### src/design/ssa_pkg.sv
// Types, constants and register map of the station stop supervisor.
package ssa_pkg;

    localparam int ADDR_W    = 4;
    localparam int REG_IDX_W = 2;
    localparam int VAL_W     = 20;
    localparam int TIME_W    = 31;
    localparam int LOC_W     = 32;
    localparam int NOTCH_W   = 4;
    localparam int LOOP_W    = 16;
    localparam int STN_W     = 7;
    localparam int CLS_W     = 4;
    localparam int MASK_W    = 14;
    localparam int END_W     = 32;

    localparam logic [REG_IDX_W-1:0] REG_ENABLE        = 2'd0;
    localparam logic [REG_IDX_W-1:0] REG_BRAKE_NOTCHES = 2'd1;
    localparam logic [REG_IDX_W-1:0] REG_BUZZ_LOOP_MS  = 2'd2;

    localparam logic               ENABLE_RST        = 1'b1;
    localparam logic [NOTCH_W-1:0] BRAKE_NOTCHES_RST = 4'd8;
    localparam logic [LOOP_W-1:0]  BUZZ_LOOP_MS_RST  = 16'd1000;
    localparam logic signed [LOC_W-1:0] STOP_LOC_RST = -32'sd100;

    // value/100 = (value * 671089) >> 26, exact for 20-bit values
    localparam logic [19:0] RECIP_100    = 20'd671089;
    localparam int          RECIP_100_SH = 26;
    // value/100000 = (value * 1374390) >> 37, exact for 20-bit values
    localparam logic [20:0] RECIP_1E5    = 21'd1374390;
    localparam int          RECIP_1E5_SH = 37;
    localparam logic [CLS_W-1:0] CLASS_WRAP = 4'd10;

    localparam logic [END_W-1:0] BUZZ_STALE_MS = 32'd10000;

    typedef enum logic [1:0] {
        CMD_SET_ID  = 2'd0,
        CMD_STOP    = 2'd1,
        CMD_PATTERN = 2'd2,
        CMD_TICK    = 2'd3
    } cmd_t;

    typedef struct packed {
        logic               enable;
        logic [NOTCH_W-1:0] brake_notches;
        logic [LOOP_W-1:0]  buzz_loop_ms;
    } cfg_t;

    typedef struct packed {
        cmd_t                     command;
        logic [VAL_W-1:0]         beacon_value;
        logic [TIME_W-1:0]        time_ms;
        logic                     moving;
        logic signed [LOC_W-1:0]  location_cm;
        logic [NOTCH_W-1:0]       brake_position;
    } item_t;

    typedef struct packed {
        logic [STN_W-1:0]  station;
        logic [CLS_W-1:0]  class_digit;
        logic [MASK_W-1:0] mask;
    } dec_t;

endpackage

### src/design/ssa_cfg.sv
// Configuration register file behind the APB-style port.
module ssa_cfg
    import ssa_pkg::*;
(
    input  logic              clk,
    input  logic              rst_n,
    input  logic              psel,
    input  logic              penable,
    input  logic              pwrite,
    input  logic [ADDR_W-1:0] paddr,
    input  logic [31:0]       pwdata,
    output logic [31:0]       prdata,
    output logic              pready,
    output cfg_t              cfg
);

    cfg_t             cfg_reg;
    cfg_t             cfg_next;
    logic             wr_en;
    logic [REG_IDX_W-1:0] reg_idx;

    assign pready  = 1'b1;
    assign wr_en   = psel && penable && pwrite;
    assign reg_idx = paddr[ADDR_W-1:2];
    assign cfg     = cfg_reg;

    always_comb
    begin
        cfg_next = cfg_reg;
        if (wr_en)
        begin
            unique case (reg_idx)
                REG_ENABLE:        cfg_next.enable        = pwdata[0];
                REG_BRAKE_NOTCHES: cfg_next.brake_notches = pwdata[NOTCH_W-1:0];
                REG_BUZZ_LOOP_MS:  cfg_next.buzz_loop_ms  = pwdata[LOOP_W-1:0];
                default:           cfg_next = cfg_reg;
            endcase
        end
    end

    always_comb
    begin
        unique case (reg_idx)
            REG_ENABLE:        prdata = {31'd0, cfg_reg.enable};
            REG_BRAKE_NOTCHES: prdata = {{(32-NOTCH_W){1'b0}}, cfg_reg.brake_notches};
            REG_BUZZ_LOOP_MS:  prdata = {{(32-LOOP_W){1'b0}}, cfg_reg.buzz_loop_ms};
            default:           prdata = 32'd0;
        endcase
    end

    always_ff @(posedge clk or negedge rst_n)
    begin
        if (!rst_n)
        begin
            cfg_reg.enable        <= ENABLE_RST;
            cfg_reg.brake_notches <= BRAKE_NOTCHES_RST;
            cfg_reg.buzz_loop_ms  <= BUZZ_LOOP_MS_RST;
        end
        else
        begin
            cfg_reg <= cfg_next;
        end
    end

endmodule

### config.mk
export PLATFORM = sky130hd
export DESIGN_NAME = ssa_cfg
export DESIGN_NICKNAME = d
export VERILOG_FILES = /design/src/design/ssa_pkg.sv /design/src/design/ssa_cfg.sv
export SDC_FILE = /design/constraint.sdc
export NUM_CORES = 1
export LEC_CHECK = 0
export BUFFER_PORTS_ARGS = -buffer_cell sky130_fd_sc_hd__buf_2
export CAP_MARGIN = 20
export CORE_ASPECT_RATIO = 0.7
export CORE_MARGIN = 1.5
export CORE_UTILIZATION = 33
export CTS_CLUSTER_SIZE = 28
export DETAILED_ROUTE_END_ITERATION = 10
export MAX_ROUTING_LAYER = met4
export PLACE_DENSITY = 0.71
export SLEW_MARGIN = 20
export SYNTH_ARGS = -nofsm -noshare
export SYNTH_HDL_FRONTEND = slang
export SYNTH_SLANG_ARGS = --single-unit
### constraint.sdc
create_clock -name clk -period 1.4 [get_ports clk]
set_input_delay 0.35 -clock clk [delete_from_list [all_inputs] [get_ports clk]]
set_output_delay 0.35 -clock clk [all_outputs]
set_load 0.1 [all_outputs]
* Word-level counts from Yosys, hierarchy flattened *
Index checks and enable logic that the tools add are counted.

storage, ports and cells
  output and inout port bits = 54
  input port bits = 41
  word-level logic and storage cells = 12
  register bits after elaboration = 21

operators by class
  reduce and logical (&&, ||, !) cells = 6
  eq/ne operators = 2
  mux-type cells = 1

operator list
  kind                number
  $pmux 16 s3         1
  $reduce_and 2->1    3
  $eq 2x1->1 const B  1
  $eq 2x2->1 const B  1
  $logic_and 1x1->1   2
  $logic_not 2->1     1

* Logic depth before layout (Yosys ltp) *
Gate-level depths: netlist of run 1.

  depth after elaboration = 3
  depth in mapped cells = 4
  gate-level depth less buffers = 3

* Worst setup path before layout of run 1 *
OpenSTA, ideal clock, no wires.

  kind = register -> output
  start point = reg cfg_reg (netlist bit cfg[16])
  end point = out prdata[0]
  stages on the path, launching flop included = 3
  arrival time = 3.210 ns
  path buffers = 0
  slack = -2.160 ns
  data required time = 1.050 ns
  path through = dfrtp_1 -> mux2i_1 -> o21ai_0

on the way
  longest elaborated chain between the ends = 1

RTL lines
  element                 RTL line       source
  start, declared         ssa_cfg.sv:17  cfg_t cfg_reg;
  start signal, assigned  ssa_cfg.sv:61  cfg_reg <= cfg_next;
  $pmux 16 s3             ssa_cfg.sv:43  unique case (reg_idx)
  end, declared           ssa_cfg.sv:12  output logic [31:0] prdata,

No other way between the ends.

* Final worst setup path of run 1 *
  start point = reg cfg_reg (netlist bit cfg[20])
  end point = out prdata[0]

Same word-level chain as after synthesis.

==> impl_results.html, run 1 <==
<table>
<tr><th>Metric</th><th>Value</th></tr>
<tr><th colspan="2">Outcome</th></tr>
<tr><td>Outcome</td><td>complete, but fails checks</td></tr>
<tr><td>Violated checks</td><td>negative setup slack</td></tr>
<tr><th colspan="2">Layout</th></tr>
<tr><td>Diode count</td><td>0</td></tr>
<tr><td>Flip-flop and latch area</td><td>603 um2</td></tr>
<tr><td>Multi-input gate area in the final layout</td><td>593 um2</td></tr>
<tr><td>Commonest non-fill, non-tap cells in the layout</td><td>buf_12, buf_2, conb_1</td></tr>
<tr><td>Fraction of final layout cells sized beyond drive strength 1</td><td>0.876</td></tr>
<tr><td>P&amp;R area growth vs syn</td><td>120%</td></tr>
<tr><td>Fill count</td><td>199</td></tr>
<tr><td>Final instance area</td><td>2430 um2</td></tr>
<tr><td>Number of nets at the end of the flow</td><td>211</td></tr>
<tr><td>Most frequent standard cell in the layout excluding fill and tap cells</td><td>buf_12</td></tr>
<tr><td>Number of flip-flops in the largest register</td><td>21</td></tr>
<tr><td>Non-Filler Instances</td><td>207</td></tr>
<tr><th colspan="2">Logic synthesis</th></tr>
<tr><td>Post-Synthesis Cell Area</td><td>1100 um2</td></tr>
<tr><td>Yosys synthesis warning count</td><td>0</td></tr>
<tr><td>Share of the yosys chip area belonging to registers</td><td>0.486</td></tr>
<tr><td>Instance count of the mapped netlist</td><td>87</td></tr>
<tr><td>Count of different cell masters after synthesis</td><td>17</td></tr>
<tr><td>Average cell area after synthesis</td><td>12.7 um2</td></tr>
<tr><td>FF+latch count, synth</td><td>21</td></tr>
<tr><th colspan="2">Power and ir drop</th></tr>
<tr><td>Peak supply drop</td><td>1300 uV</td></tr>
<tr><td>Power density over the cells</td><td>1850 nW/um2</td></tr>
<tr><td>Total chip power</td><td>4.48 mW</td></tr>
<tr><td>Leakage dissipation</td><td>1.09 nW</td></tr>
<tr><th colspan="2">Floorplanning</th></tr>
<tr><td>Die X-Extent</td><td>72.0 um</td></tr>
<tr><td>DIE AREA</td><td>3700 um2</td></tr>
<tr><td>Floorplan Core Area</td><td>3170 um2</td></tr>
<tr><td>Floorplan row count</td><td>17</td></tr>
<tr><td>Number of primary I/O pins</td><td>95</td></tr>
<tr><td>Effective utilization at floorplan</td><td>0.347</td></tr>
<tr><td>Vertical extent of the die</td><td>51.3 um</td></tr>
<tr><th colspan="2">Timing</th></tr>
<tr><td>Hold Violations, Final</td><td>0</td></tr>
<tr><td>Worst clock skew</td><td>0 ns</td></tr>
<tr><td>Number of failing setup endpoints in the final timing report</td><td>24</td></tr>
<tr><td>Final worst setup slack</td><td>-0.253 ns</td></tr>
<tr><td>FMAX</td><td>605 MHz</td></tr>
<tr><td>RSZ-0062 raised after global routing</td><td>yes</td></tr>
<tr><td>Worst Hold Slack</td><td>0.0307 ns</td></tr>
<tr><td>Tmin final</td><td>1.65 ns</td></tr>
<tr><td>Slew Limit Fails</td><td>0</td></tr>
<tr><td>Final critical-path share of the clock period</td><td>1.18</td></tr>
<tr><th colspan="2">Global route</th></tr>
<tr><td>GRT Residual Overflow</td><td>0</td></tr>
<tr><td>Number of antenna violations at the first check in global routing</td><td>0</td></tr>
<tr><td>Vias in the first global route</td><td>969</td></tr>
<tr><td>Largest net degree at the start of global routing</td><td>22</td></tr>
<tr><td>Overall global routing resource usage</td><td>0.176</td></tr>
<tr><td>Global-route wire length before repair</td><td>4710 um</td></tr>
<tr><th colspan="2">Placement</th></tr>
<tr><td>Number of placed instances, taps included</td><td>189</td></tr>
<tr><td>Post-place instance area</td><td>2190 um2</td></tr>
<tr><td>Placer Congestion</td><td>0.734</td></tr>
<tr><td>Placed wire-length estimate after detailed placement</td><td>2210 um</td></tr>
<tr><td>Number of buffers added on ports</td><td>59</td></tr>
<tr><th colspan="2">CTS</th></tr>
<tr><td>Clock tree from TritonCTS</td><td>done</td></tr>
<tr><td>Clock buffer depth</td><td>2</td></tr>
<tr><td>Clock-pin slew on the worst setup and hold paths</td><td>0.08 ns</td></tr>
<tr><td>Inserted Clock Buffers</td><td>3</td></tr>
<tr><td>Number of sinks driven by the clock tree</td><td>21</td></tr>
<tr><td>Clock insertion delay at the later pin of the skew report</td><td>0.26 ns</td></tr>
<tr><td>Root Driver</td><td>clkbuf_8</td></tr>
<tr><td>H-Tree Depth</td><td>1</td></tr>
<tr><th colspan="2">Setup path</th></tr>
<tr><td>Data arrival time at the worst-slack endpoint</td><td>1.30 ns</td></tr>
<tr><td>Endpoint type of the worst setup path</td><td>output port</td></tr>
<tr><td>Top Family by Delay on Critical Path</td><td>flip-flops</td></tr>
<tr><td>Critical-path cell list</td><td>mux2i_4, o21ai_4, buf_12</td></tr>
<tr><td>Critical path data required time</td><td>1.05 ns</td></tr>
<tr><td>Highest-delay cell along the critical path</td><td>dfstp_4</td></tr>
<tr><td>Setup slack of the most critical reg-to-reg path</td><td>0.35 ns</td></tr>
<tr><td>Critical path peak fanout</td><td>2</td></tr>
<tr><td>Setup crit start kind</td><td>flop</td></tr>
<tr><td>Setup CP Type</td><td>reg -&gt; out</td></tr>
<tr><td>Stage delay of the slowest cell on the critical path</td><td>0.63 ns</td></tr>
<tr><td>Buffering stage count on the worst path with inverters included</td><td>1</td></tr>
<tr><th colspan="2">Drt</th></tr>
<tr><td>Number of nets still failing antenna checks after routing</td><td>0</td></tr>
<tr><td>Iteration count of the initial detailed-routing pass</td><td>2</td></tr>
<tr><td>Number of vias per cell after detailed routing</td><td>4.45</td></tr>
<tr><td>Final wirelength</td><td>2970 um</td></tr>
<tr><td>Average wire per standard cell</td><td>14.3 um</td></tr>
<tr><td>DRC violations left</td><td>0</td></tr>
<tr><td>Violation count after the first detailed-route iteration</td><td>28</td></tr>
<tr><td>Vias</td><td>922</td></tr>
<tr><th colspan="2">Hold path</th></tr>
<tr><td>Path category of the worst min-delay check</td><td>in -&gt; async</td></tr>
<tr><th colspan="2">Flow run</th></tr>
<tr><td>Max Cap Viol</td><td>0</td></tr>
</table>
worst paths after layout:
path | cells after the start | startpoint | to
max in group asynchronous | 1 | rst_n | cfg[2]
setup / recovery | 3 | cfg[20] | prdata[0]
hold / removal | 1 | rst_n | cfg[4]
setup reg to reg | 3 | cfg[20] | cfg[20]
hold reg to reg | 1 | cfg[17] | cfg[17]
min in group clk | 2 | pwdata[11] | cfg[11]
cells by family (layout without fill, tap and decap cells):
kind of cell           after synthesis  after routing  synth area share
DFF                                 21             21             0.486
AOI/OAI and AO/OA                    4              4            0.0284
muxes                               22             22             0.224
buffers and inverters               19             86             0.130
other                                2             17           0.00682
and+or+nand+nor                     19             19             0.125
where the power goes:
| part | internal, mW | switching [mW] |
|---|---|---|
| sequential | 0.868 | 0.174 |
| clock | 0.198 | 0.195 |
| combinational | 1.14 | 1.90 |
stage by stage:
step	TNS [ns]	util	worst slack, ns
floorplan	-1.15	-	-0.441
global placement	-3.86	0.690	-0.198
detailed placement	-4.32	0.690	-0.189
CTS	-3.00	0.762	-0.253
global route	-3.58	0.765	-0.280
finish	-2.87	0.765	-0.253
cell type report:
cell class | count | share of cell area
timing repair buffer | 82 | 0.468
tap | 38 | 0.0196
sequential | 21 | 0.249
clock buffer | 3 | 0.0170
multi-input combinational | 62 | 0.244
clock inverter | 1 | 0.00206
Yosys cell counts:
master	number	area share
clkbuf_1	1	0.0034
conb_1	2	0.0068
nor3b_2	1	0.011
and2_1	12	0.068
buf_6	1	0.010
nand3_2	1	0.0091
a22o_1	3	0.024
mux2i_1	1	0.0091
nand2_1	1	0.0034
dfstp_2	8	0.19
mux2_2	21	0.21
buf_4	17	0.12
nor2b_1	2	0.011
dfrtp_1	13	0.30
nor3_1	1	0.0045
nor3b_4	1	0.017
o21ai_0	1	0.0045
worst register-to-register path, stage by stage, from the launching register on:
cell,delay (ns)
dfstp_4,0.48
buf_4,0.13
buf_6,0.11
mux2_2,0.26
routing by layer:
layer / track usage / vias up / wire length (um)
li1: - / 421 / -
met1: 0.198 / 451 / 1120
met2: 0.315 / 48 / 1620
met3: 0.0552 / 2 / 218
met4: 0.0314 / 0 / 13
met5: - / - / 0
timing repair:
item	CTS	global route
endpoints found under the setup margin	24	26
hold buffers	0	0
gates resized for setup	16	2
setup buffers	12	2
pin swaps	13	1
gates cloned	1	0
No activity file was read; power rests on OpenSTA's default activity.
==> inputs of run 2 (changes only) <==
--- a/config.mk
+++ b/config.mk
@@ -9,3 +9,3 @@
 export CAP_MARGIN = 20
-export CORE_ASPECT_RATIO = 0.7
+export CORE_ASPECT_RATIO = 2
 export CORE_MARGIN = 1.5
@@ -16,3 +16,2 @@
 export PLACE_DENSITY = 0.71
-export SLEW_MARGIN = 20
 export SYNTH_ARGS = -nofsm -noshare
--- a/constraint.sdc
+++ b/constraint.sdc
@@ -3,2 +3,2 @@
 set_output_delay 0.35 -clock clk [all_outputs]
-set_load 0.1 [all_outputs]
+set_load 0.005 [all_outputs]
==> run 2 against run 1 <==
Effect of this change: flip-flop and latch count unchanged; setup slack improved by 0.21 ns; global-route usage decreased by 4.6 points; sequential share of layout area increased by 10 points; count of clock-buffer cells in the layout unchanged; total power decreased by 61%; final area decreased by 37%; highest routed layer unchanged; register-to-register slack improved by 0.27 ns; cell count decreased by 9.2%; fmax increased by 15%; clock skew unchanged; core utilization decreased by 29 points; the flow still finishes with violations (negative setup slack).
==> impl_results.html, run 2 (same netlist as run 1, synthesis figures left out) <==
<table>
<tr><th>Metric</th><th>Value</th></tr>
<tr><th colspan="2">Layout</th></tr>
<tr><td>Diode count</td><td>0 (unchanged)</td></tr>
<tr><td>P&amp;R area growth vs syn</td><td>38.6%</td></tr>
<tr><td>Fraction of final layout cells sized beyond drive strength 1</td><td>0.694 (-0.181)</td></tr>
<tr><td>Number of flip-flops in the largest register</td><td>21 (unchanged)</td></tr>
<tr><td>Most frequent standard cell in the layout excluding fill and tap cells</td><td>buf_2</td></tr>
<tr><td>Commonest non-fill, non-tap cells in the layout</td><td>buf_2, mux2_2, conb_1</td></tr>
<tr><td>Number of nets at the end of the flow</td><td>199 (-5.7%)</td></tr>
<tr><th colspan="2">Drt</th></tr>
<tr><td>Vias</td><td>855 (-7.3%)</td></tr>
<tr><td>Detailed route wirelength on metal3</td><td>143 um (-34%)</td></tr>
<tr><td>Met2 wire length</td><td>1310 um (-19%)</td></tr>
<tr><td>DRC violations left</td><td>0 (unchanged)</td></tr>
<tr><td>Number of nets still failing antenna checks after routing</td><td>0 (unchanged)</td></tr>
<tr><td>Number of vias per cell after detailed routing</td><td>4.55 (+2.1%)</td></tr>
<tr><td>Final wirelength</td><td>2290 um (-23%)</td></tr>
<tr><td>Detailed-routing wirelength on met1</td><td>810 um (-28%)</td></tr>
<tr><td>Average wire per standard cell</td><td>12.2 um (-15%)</td></tr>
<tr><td>Top layer in use</td><td>met4</td></tr>
<tr><td>Violation count after the first detailed-route iteration</td><td>3 (-89%)</td></tr>
<tr><td>Iteration count of the initial detailed-routing pass</td><td>2 (unchanged)</td></tr>
<tr><th colspan="2">Timing</th></tr>
<tr><td>RSZ-0062 raised after global routing</td><td>yes</td></tr>
<tr><td>Slew Limit Fails</td><td>0 (unchanged)</td></tr>
<tr><td>Worst clock skew</td><td>0 ns (unchanged)</td></tr>
<tr><td>Final total negative setup slack</td><td>-0.0402 ns (+2.83 ns)</td></tr>
<tr><td>Final critical-path share of the clock period</td><td>1.03 (-0.152)</td></tr>
<tr><td>Final worst setup slack</td><td>-0.0402 ns (+0.213 ns)</td></tr>
<tr><td>Hold Violations, Final</td><td>0 (unchanged)</td></tr>
<tr><td>Number of failing setup endpoints in the final timing report</td><td>1 (-96%)</td></tr>
<tr><td>Tmin final</td><td>1.44 ns (-0.213 ns)</td></tr>
<tr><td>FMAX</td><td>694 MHz (+15%)</td></tr>
<tr><th colspan="2">Floorplanning</th></tr>
<tr><td>Number of primary I/O pins</td><td>95 (unchanged)</td></tr>
<tr><td>Floorplan Core Area</td><td>3190 um2 (+0.75%)</td></tr>
<tr><td>Vertical extent of the die</td><td>84.7 um (+65%)</td></tr>
<tr><td>Die X-Extent</td><td>43.8 um (-39%)</td></tr>
<tr><td>Floorplan row count</td><td>29 (+12)</td></tr>
<tr><td>Effective utilization at floorplan</td><td>0.345 (-0.00259)</td></tr>
<tr><td>DIE AREA</td><td>3710 um2 (+0.43%)</td></tr>
<tr><th colspan="2">Global route</th></tr>
<tr><td>Largest net degree at the start of global routing</td><td>22 (unchanged)</td></tr>
<tr><td>Global-route wire length before repair</td><td>3540 um (-25%)</td></tr>
<tr><td>Number of antenna violations at the first check in global routing</td><td>0 (unchanged)</td></tr>
<tr><td>Overall global routing resource usage</td><td>0.130 (-0.0460)</td></tr>
<tr><td>GRT Residual Overflow</td><td>0 (unchanged)</td></tr>
<tr><td>Vias in the first global route</td><td>818 (-16%)</td></tr>
<tr><th colspan="2">CTS</th></tr>
<tr><td>H-Tree Depth</td><td>1 (unchanged)</td></tr>
<tr><td>Root Driver</td><td>clkbuf_8</td></tr>
<tr><td>Setup repair bufs after CTS</td><td>0 (-12)</td></tr>
<tr><td>Clock-pin slew on the worst setup and hold paths</td><td>0.08 ns (about the same)</td></tr>
<tr><td>Number of hold buffers added after cts</td><td>0 (unchanged)</td></tr>
<tr><td>Inserted Clock Buffers</td><td>3 (unchanged)</td></tr>
<tr><td>Clock insertion delay at the later pin of the skew report</td><td>0.25 ns (about the same)</td></tr>
<tr><td>Clock buffer depth</td><td>2 (unchanged)</td></tr>
<tr><td>Number of sinks driven by the clock tree</td><td>21 (unchanged)</td></tr>
<tr><td>Clock tree from TritonCTS</td><td>done</td></tr>
<tr><th colspan="2">Flow run</th></tr>
<tr><td>Max Cap Viol</td><td>0 (unchanged)</td></tr>
<tr><th colspan="2">Power and ir drop</th></tr>
<tr><td>Net switching share of the total power</td><td>0.269 (-0.238)</td></tr>
<tr><td>Power density over the cells</td><td>1150 nW/um2 (-38%)</td></tr>
<tr><td>Combinational power share</td><td>0.281 (-0.398)</td></tr>
<tr><td>Reported net switching power</td><td>0.473 mW (-79%)</td></tr>
<tr><td>Peak supply drop</td><td>987 uV (-24%)</td></tr>
<tr><td>Leakage dissipation</td><td>0.810 nW (-26%)</td></tr>
<tr><td>Internal power summed over all cells</td><td>1.29 mW (-42%)</td></tr>
<tr><td>Sequential Power Share</td><td>0.501 (+0.268)</td></tr>
<tr><td>Clock network fraction of total power</td><td>0.218 (+0.130)</td></tr>
<tr><th colspan="2">Setup path</th></tr>
<tr><td>Endpoint type of the worst setup path</td><td>output port</td></tr>
<tr><td>Data arrival time at the worst-slack endpoint</td><td>1.09 ns (-0.21 ns)</td></tr>
<tr><td>Critical path peak fanout</td><td>3 (+1)</td></tr>
<tr><td>Setup crit start kind</td><td>flop</td></tr>
<tr><td>Worst Reg-to-Reg Cells</td><td>1 (-2)</td></tr>
<tr><td>Setup CP Type</td><td>reg -&gt; out</td></tr>
<tr><td>Setup slack of the most critical reg-to-reg path</td><td>0.62 ns (+0.27 ns)</td></tr>
<tr><td>Critical path data required time</td><td>1.05 ns (about the same)</td></tr>
<tr><th colspan="2">Outcome</th></tr>
<tr><td>Outcome</td><td>complete, but fails checks</td></tr>
<tr><td>Violated checks</td><td>negative setup slack</td></tr>
<tr><th colspan="2">Placement</th></tr>
<tr><td>Post-placement worst setup slack</td><td>-0.0834 ns (+0.105 ns)</td></tr>
<tr><td>Placer Congestion</td><td>0.714 (-2.7%)</td></tr>
<tr><td>Number of buffers added on ports</td><td>59 (unchanged)</td></tr>
<tr><td>Placed wire-length estimate after detailed placement</td><td>1820 um (-18%)</td></tr>
<tr><th colspan="2">Hold path</th></tr>
<tr><td>Path category of the worst min-delay check</td><td>in -&gt; async</td></tr>
</table>
-- run 2: cell count changes in the layout (fill, tap and decap cells not counted), moves of 3 or more --
cell / change
and2_1: +11
mux2_2: +5
dfstp_2: +8
mux2_4: -5
a22o_4: -3
buf_6: -7
dfstp_4: -8
dfrtp_4: -9
dfrtp_2: -3
buf_2: +37
dfrtp_1: +12
buf_12: -41
a22o_1: +3
and2_4: -11
-- run 2: power groups by stage --
stage               sequential, mW  clock, mW  combinational (mW)
floorplan                    0.899          0               0.233
global placement             0.880          0               0.476
detailed placement           0.896          0               0.489
CTS                          0.884      0.402               0.502
global route                 0.909      0.421               0.544
finish                       0.882      0.384               0.494
-- run 2: final timing paths --
kind                            from         to
max                          cfg[20]  prdata[0]
min                            rst_n     cfg[4]
max reg2reg                   cfg[0]     cfg[0]
min reg2reg                  cfg[10]    cfg[10]
max in group asynchronous      rst_n    cfg[20]
min in group clk           pwdata[4]     cfg[4]
-- run 2: layout make-up --
| type | count | area, um2 |
|---|---|---|
| timing repair buffer | 70 | 407 |
| multi-input combinational | 62 | 499 |
| sequential | 21 | 536 |
| clock inverter | 1 | 5.00 |
| tap | 31 | 38.8 |
| clock buffer | 3 | 41.3 |
| fill | 309 | 1670 |
-- run 2: what timing repair did --
action / in CTS / in global routing
endpoints found under the setup margin: 16 / 16
pin swaps: 1 / 2
cloned: 1 / 0
resized for setup: 9 / 2
-- run 2: through the flow --
stage          total power, mW   util  hold WS (ns)  instance area [um2]  std cells
3_3_place_gp              1.36  0.452         0.316                 1440        183
3_5_place_dp              1.39  0.452         0.323                 1440        183
4_1_cts                   1.79  0.476        0.0443                 1520        188
6_report                  1.76  0.478        0.0313                 1530        188
5_1_grt                   1.87  0.478        0.0697                 1530        188
2_1_floorplan             1.13      -        0.0544                 1160        102
-- run 2: metal layers --
layer	global-route usage	vias up
met2	0.242	47
met5	-	-
met3	0.0129	2
met4	0.0496	0
li1	-	399
met1	0.130	407
-- run 2: worst max-delay path, stage by stage, from the launching register on --
cell	delay, ns
dfstp_2	0.54
mux2i_1	0.06
o21ai_1	0.11
buf_2	0.12
==> inputs of run 3 (changes only) <==
- CELL_PAD_IN_SITES_DETAIL_PLACEMENT: default -> 2
- CELL_PAD_IN_SITES_GLOBAL_PLACEMENT: default -> 2
- CORE_UTILIZATION: 33 -> 20
- HOLD_SLACK_MARGIN: default -> 0.06
- PLACE_DENSITY: 0.71 -> default
- PLACE_DENSITY_LB_ADDON: default -> 0.1
==> run 3 against run 2 <==
Effect of this change: register-to-register slack worse by 0.04 ns; critical path depth unchanged; first-iteration DRC count rose to 3.0 times the previous value; the flow still finishes with violations (negative setup slack); final area grew 3.8%; cell count is 15% higher; largest cell class unchanged; clock skew did not move; non-clock buffer count stayed put; routed wire length is 36% higher; largest power group unchanged; clock power up 4%; core utilization decreased by 18 points; total power increased by 3.9%; setup slack got worse by 0.018 ns.
==> impl_results.html, run 3 (same netlist as run 1, synthesis figures left out) <==
<table>
<tr><th>Metric</th><th>Value</th></tr>
<tr><th colspan="2">Power and ir drop</th></tr>
<tr><td>Internal power summed over all cells</td><td>1.32 mW (+2.9%)</td></tr>
<tr><td>Net switching share of the total power</td><td>0.276 (+0.00692)</td></tr>
<tr><td>Sequential Power Share</td><td>0.482 (-0.019)</td></tr>
<tr><td>Clock network fraction of total power</td><td>0.218 (about the same)</td></tr>
<tr><td>Combinational power share</td><td>0.300 (+0.019)</td></tr>
<tr><td>Peak supply drop</td><td>474 uV (-52%)</td></tr>
<tr><td>Leakage dissipation</td><td>0.817 nW (+0.86%)</td></tr>
<tr><td>Power density over the cells</td><td>1150 nW/um2 (+0.12%)</td></tr>
<tr><td>Reported net switching power</td><td>0.504 mW (+6.6%)</td></tr>
<tr><th colspan="2">Layout</th></tr>
<tr><td>P&amp;R area growth vs syn</td><td>43.9%</td></tr>
<tr><td>Commonest non-fill, non-tap cells in the layout</td><td>buf_2, mux2_2, conb_1</td></tr>
<tr><td>Number of nets at the end of the flow</td><td>199 (unchanged)</td></tr>
<tr><td>Number of flip-flops in the largest register</td><td>21 (unchanged)</td></tr>
<tr><td>Fraction of final layout cells sized beyond drive strength 1</td><td>0.707 (+0.0127)</td></tr>
<tr><td>Fill count</td><td>622 (+100%)</td></tr>
<tr><td>Most frequent standard cell in the layout excluding fill and tap cells</td><td>buf_2</td></tr>
<tr><td>Diode count</td><td>0 (unchanged)</td></tr>
<tr><td>Final instance area</td><td>1580 um2 (+3.8%)</td></tr>
<tr><th colspan="2">Drt</th></tr>
<tr><td>DRC violations left</td><td>0 (unchanged)</td></tr>
<tr><td>Violation count after the first detailed-route iteration</td><td>9 (+6)</td></tr>
<tr><td>Vias</td><td>868 (+1.5%)</td></tr>
<tr><td>Number of nets still failing antenna checks after routing</td><td>0 (unchanged)</td></tr>
<tr><td>Iteration count of the initial detailed-routing pass</td><td>2 (unchanged)</td></tr>
<tr><td>Final wirelength</td><td>3120 um (+36%)</td></tr>
<tr><td>Number of vias per cell after detailed routing</td><td>4.00 (-12%)</td></tr>
<tr><td>Average wire per standard cell</td><td>14.4 um (+18%)</td></tr>
<tr><th colspan="2">Global route</th></tr>
<tr><td>Largest net degree at the start of global routing</td><td>22 (unchanged)</td></tr>
<tr><td>Number of antenna violations at the first check in global routing</td><td>0 (unchanged)</td></tr>
<tr><td>Vias in the first global route</td><td>1013 (+24%)</td></tr>
<tr><td>GRT Residual Overflow</td><td>0 (unchanged)</td></tr>
<tr><td>Overall global routing resource usage</td><td>0.115 (-0.0156)</td></tr>
<tr><td>Global-route wire length before repair</td><td>5130 um (+45%)</td></tr>
<tr><th colspan="2">Timing</th></tr>
<tr><td>Final total negative setup slack</td><td>-0.0586 ns (-0.0184 ns)</td></tr>
<tr><td>Worst clock skew</td><td>0 ns (unchanged)</td></tr>
<tr><td>Slew Limit Fails</td><td>0 (unchanged)</td></tr>
<tr><td>Final critical-path share of the clock period</td><td>1.04 (+0.0131)</td></tr>
<tr><td>FMAX</td><td>686 MHz (-1.3%)</td></tr>
<tr><td>RSZ-0062 raised after global routing</td><td>yes</td></tr>
<tr><td>Worst Hold Slack</td><td>0.0597 ns (+0.0284 ns)</td></tr>
<tr><td>Hold Violations, Final</td><td>0 (unchanged)</td></tr>
<tr><td>Tmin final</td><td>1.46 ns (+0.0184 ns)</td></tr>
<tr><td>Final worst setup slack</td><td>-0.0585 ns (-0.0184 ns)</td></tr>
<tr><td>Slew at the pin with the worst max-slew slack</td><td>0.509 ns</td></tr>
<tr><td>Max-Slew Margin vs Limit</td><td>0.661</td></tr>
<tr><td>Number of failing setup endpoints in the final timing report</td><td>2 (+1)</td></tr>
<tr><th colspan="2">CTS</th></tr>
<tr><td>Inserted Clock Buffers</td><td>3 (unchanged)</td></tr>
<tr><td>Clock-pin slew on the worst setup and hold paths</td><td>0.08 ns (about the same)</td></tr>
<tr><td>H-Tree Depth</td><td>1 (unchanged)</td></tr>
<tr><td>Clock tree from TritonCTS</td><td>done</td></tr>
<tr><td>Number of sinks driven by the clock tree</td><td>21 (unchanged)</td></tr>
<tr><td>Number of hold buffers added after cts</td><td>0 (unchanged)</td></tr>
<tr><td>Clock buffer depth</td><td>2 (unchanged)</td></tr>
<tr><td>Clock insertion delay at the later pin of the skew report</td><td>0.25 ns (about the same)</td></tr>
<tr><td>Root Driver</td><td>clkbuf_8</td></tr>
<tr><th colspan="2">Placement</th></tr>
<tr><td>Placer Congestion</td><td>0.675 (-5.5%)</td></tr>
<tr><td>Placed wire-length estimate after detailed placement</td><td>2580 um (+42%)</td></tr>
<tr><td>Post-place instance area</td><td>1450 um2 (+0.61%)</td></tr>
<tr><td>Number of buffers added on ports</td><td>59 (unchanged)</td></tr>
<tr><th colspan="2">Setup path</th></tr>
<tr><td>Endpoint type of the worst setup path</td><td>output port</td></tr>
<tr><td>Setup CP Type</td><td>reg -&gt; out</td></tr>
<tr><td>Stage delay of the slowest cell on the critical path</td><td>0.53 ns (about the same)</td></tr>
<tr><td>Data arrival time at the worst-slack endpoint</td><td>1.11 ns (+0.02 ns)</td></tr>
<tr><td>Critical path peak fanout</td><td>2 (-1)</td></tr>
<tr><td>Critical-path cell list</td><td>mux2i_1, o21ai_1, buf_2</td></tr>
<tr><td>R2r startpoint</td><td>cfg[3]</td></tr>
<tr><td>Setup crit start kind</td><td>flop</td></tr>
<tr><td>Highest-delay cell along the critical path</td><td>dfstp_2</td></tr>
<tr><td>End of the worst register-to-register path</td><td>cfg[3]</td></tr>
<tr><td>Worst Reg-to-Reg Cells</td><td>2 (+1)</td></tr>
<tr><td>Setup slack of the most critical reg-to-reg path</td><td>0.58 ns (-0.04 ns)</td></tr>
<tr><td>Critical path data required time</td><td>1.05 ns (about the same)</td></tr>
<tr><th colspan="2">Floorplanning</th></tr>
<tr><td>DIE AREA</td><td>5990 um2 (+61%)</td></tr>
<tr><td>Die X-Extent</td><td>55.5 um (+27%)</td></tr>
<tr><td>Floorplan row count</td><td>38 (+31%)</td></tr>
<tr><td>Floorplan Core Area</td><td>5370 um2 (+68%)</td></tr>
<tr><td>Vertical extent of the die</td><td>108 um (+27%)</td></tr>
<tr><td>Number of primary I/O pins</td><td>95 (unchanged)</td></tr>
<tr><td>Effective utilization at floorplan</td><td>0.205 (-0.140)</td></tr>
<tr><th colspan="2">Flow run</th></tr>
<tr><td>Max Cap Viol</td><td>0 (unchanged)</td></tr>
<tr><th colspan="2">Outcome</th></tr>
<tr><td>Outcome</td><td>complete, but fails checks</td></tr>
<tr><td>Violated checks</td><td>negative setup slack</td></tr>
<tr><th colspan="2">Hold path</th></tr>
<tr><td>Path category of the worst min-delay check</td><td>in -&gt; async</td></tr>
</table>
==> run 3: cell count changes in the layout (fill, tap and decap cells not counted), sizes merged <==
cell    delta
clkbuf     +1
clkinv     -1
==> run 3: per-stage QoR <==
step	utilization	power, mW	instances	setup WS [ns]
6_report	0.295	1.83	217	-0.0585
5_1_grt	0.295	1.97	217	-0.134
4_1_cts	0.288	1.86	217	-0.0997
3_5_place_dp	0.270	1.40	210	-0.111
3_3_place_gp	0.270	1.37	210	-0.0930
2_1_floorplan	-	1.13	102	-0.00111
==> run 3: how the worst max path moves through the flow <==
| stage | startpoint | endpoint | slack [ns] | cells after the start |
|---|---|---|---|---|
| after floorplan | pwrite | cfg[0] | -0.001 | 4 |
| after global placement | paddr[2] | prdata[3] | -0.09 | 4 |
| after detailed placement | paddr[3] | prdata[3] | -0.11 | 5 |
| after CTS | cfg[20] | prdata[0] | -0.1 | 3 |
| after global routing | cfg[20] | prdata[0] | -0.13 | 3 |
| final | cfg[20] | prdata[0] | -0.06 | 3 |
==> run 3: per-layer routing <==
metal  wire length [um]  part of all wire  global-route usage
met1                954              0.31               0.101
met3                142             0.045              0.0156
met2               1990              0.64               0.236
met4                 29            0.0093              0.0418
met5                  0                 0                   -
==> run 3: cell type report <==
| class | instances | area [um2] | share of cell area |
|---|---|---|---|
| tap | 60 | 75.1 | 0.0474 |
| timing repair buffer | 70 | 417 | 0.263 |
| multi-input combinational | 62 | 512 | 0.323 |
| clock buffer | 4 | 45.0 | 0.0284 |
| sequential | 21 | 536 | 0.338 |
==> run 3: power groups by stage <==
stage          Sequential, mW  Clock, mW  Combinational (mW)
3_3_place_gp            0.887          0               0.485
5_1_grt                 0.908      0.449               0.609
6_report                0.882      0.399               0.549
2_1_floorplan           0.899          0               0.233
3_5_place_dp            0.902          0               0.502
4_1_cts                 0.884      0.428               0.547
==> run 3: critical path: cells and delay by family (launching register included) <==
kind                   cells  cell delay [ns]
multiplexers               1             0.06
flip-flops                 1             0.53
AO/OA/AOI/OAI              1             0.13
buffers and inverters      1             0.13
==> run 3: timing repair <==
| item | 4_1_cts | 5_1_grt |
|---|---|---|
| endpoints found under the setup margin | 16 | 16 |
| cloned | 0 | 0 |
| hold endpoints to repair | 0 | 0 |
| buffers inserted | 3 | 0 |
| pin swaps | 4 | 3 |
| resized for setup | 8 | 11 |
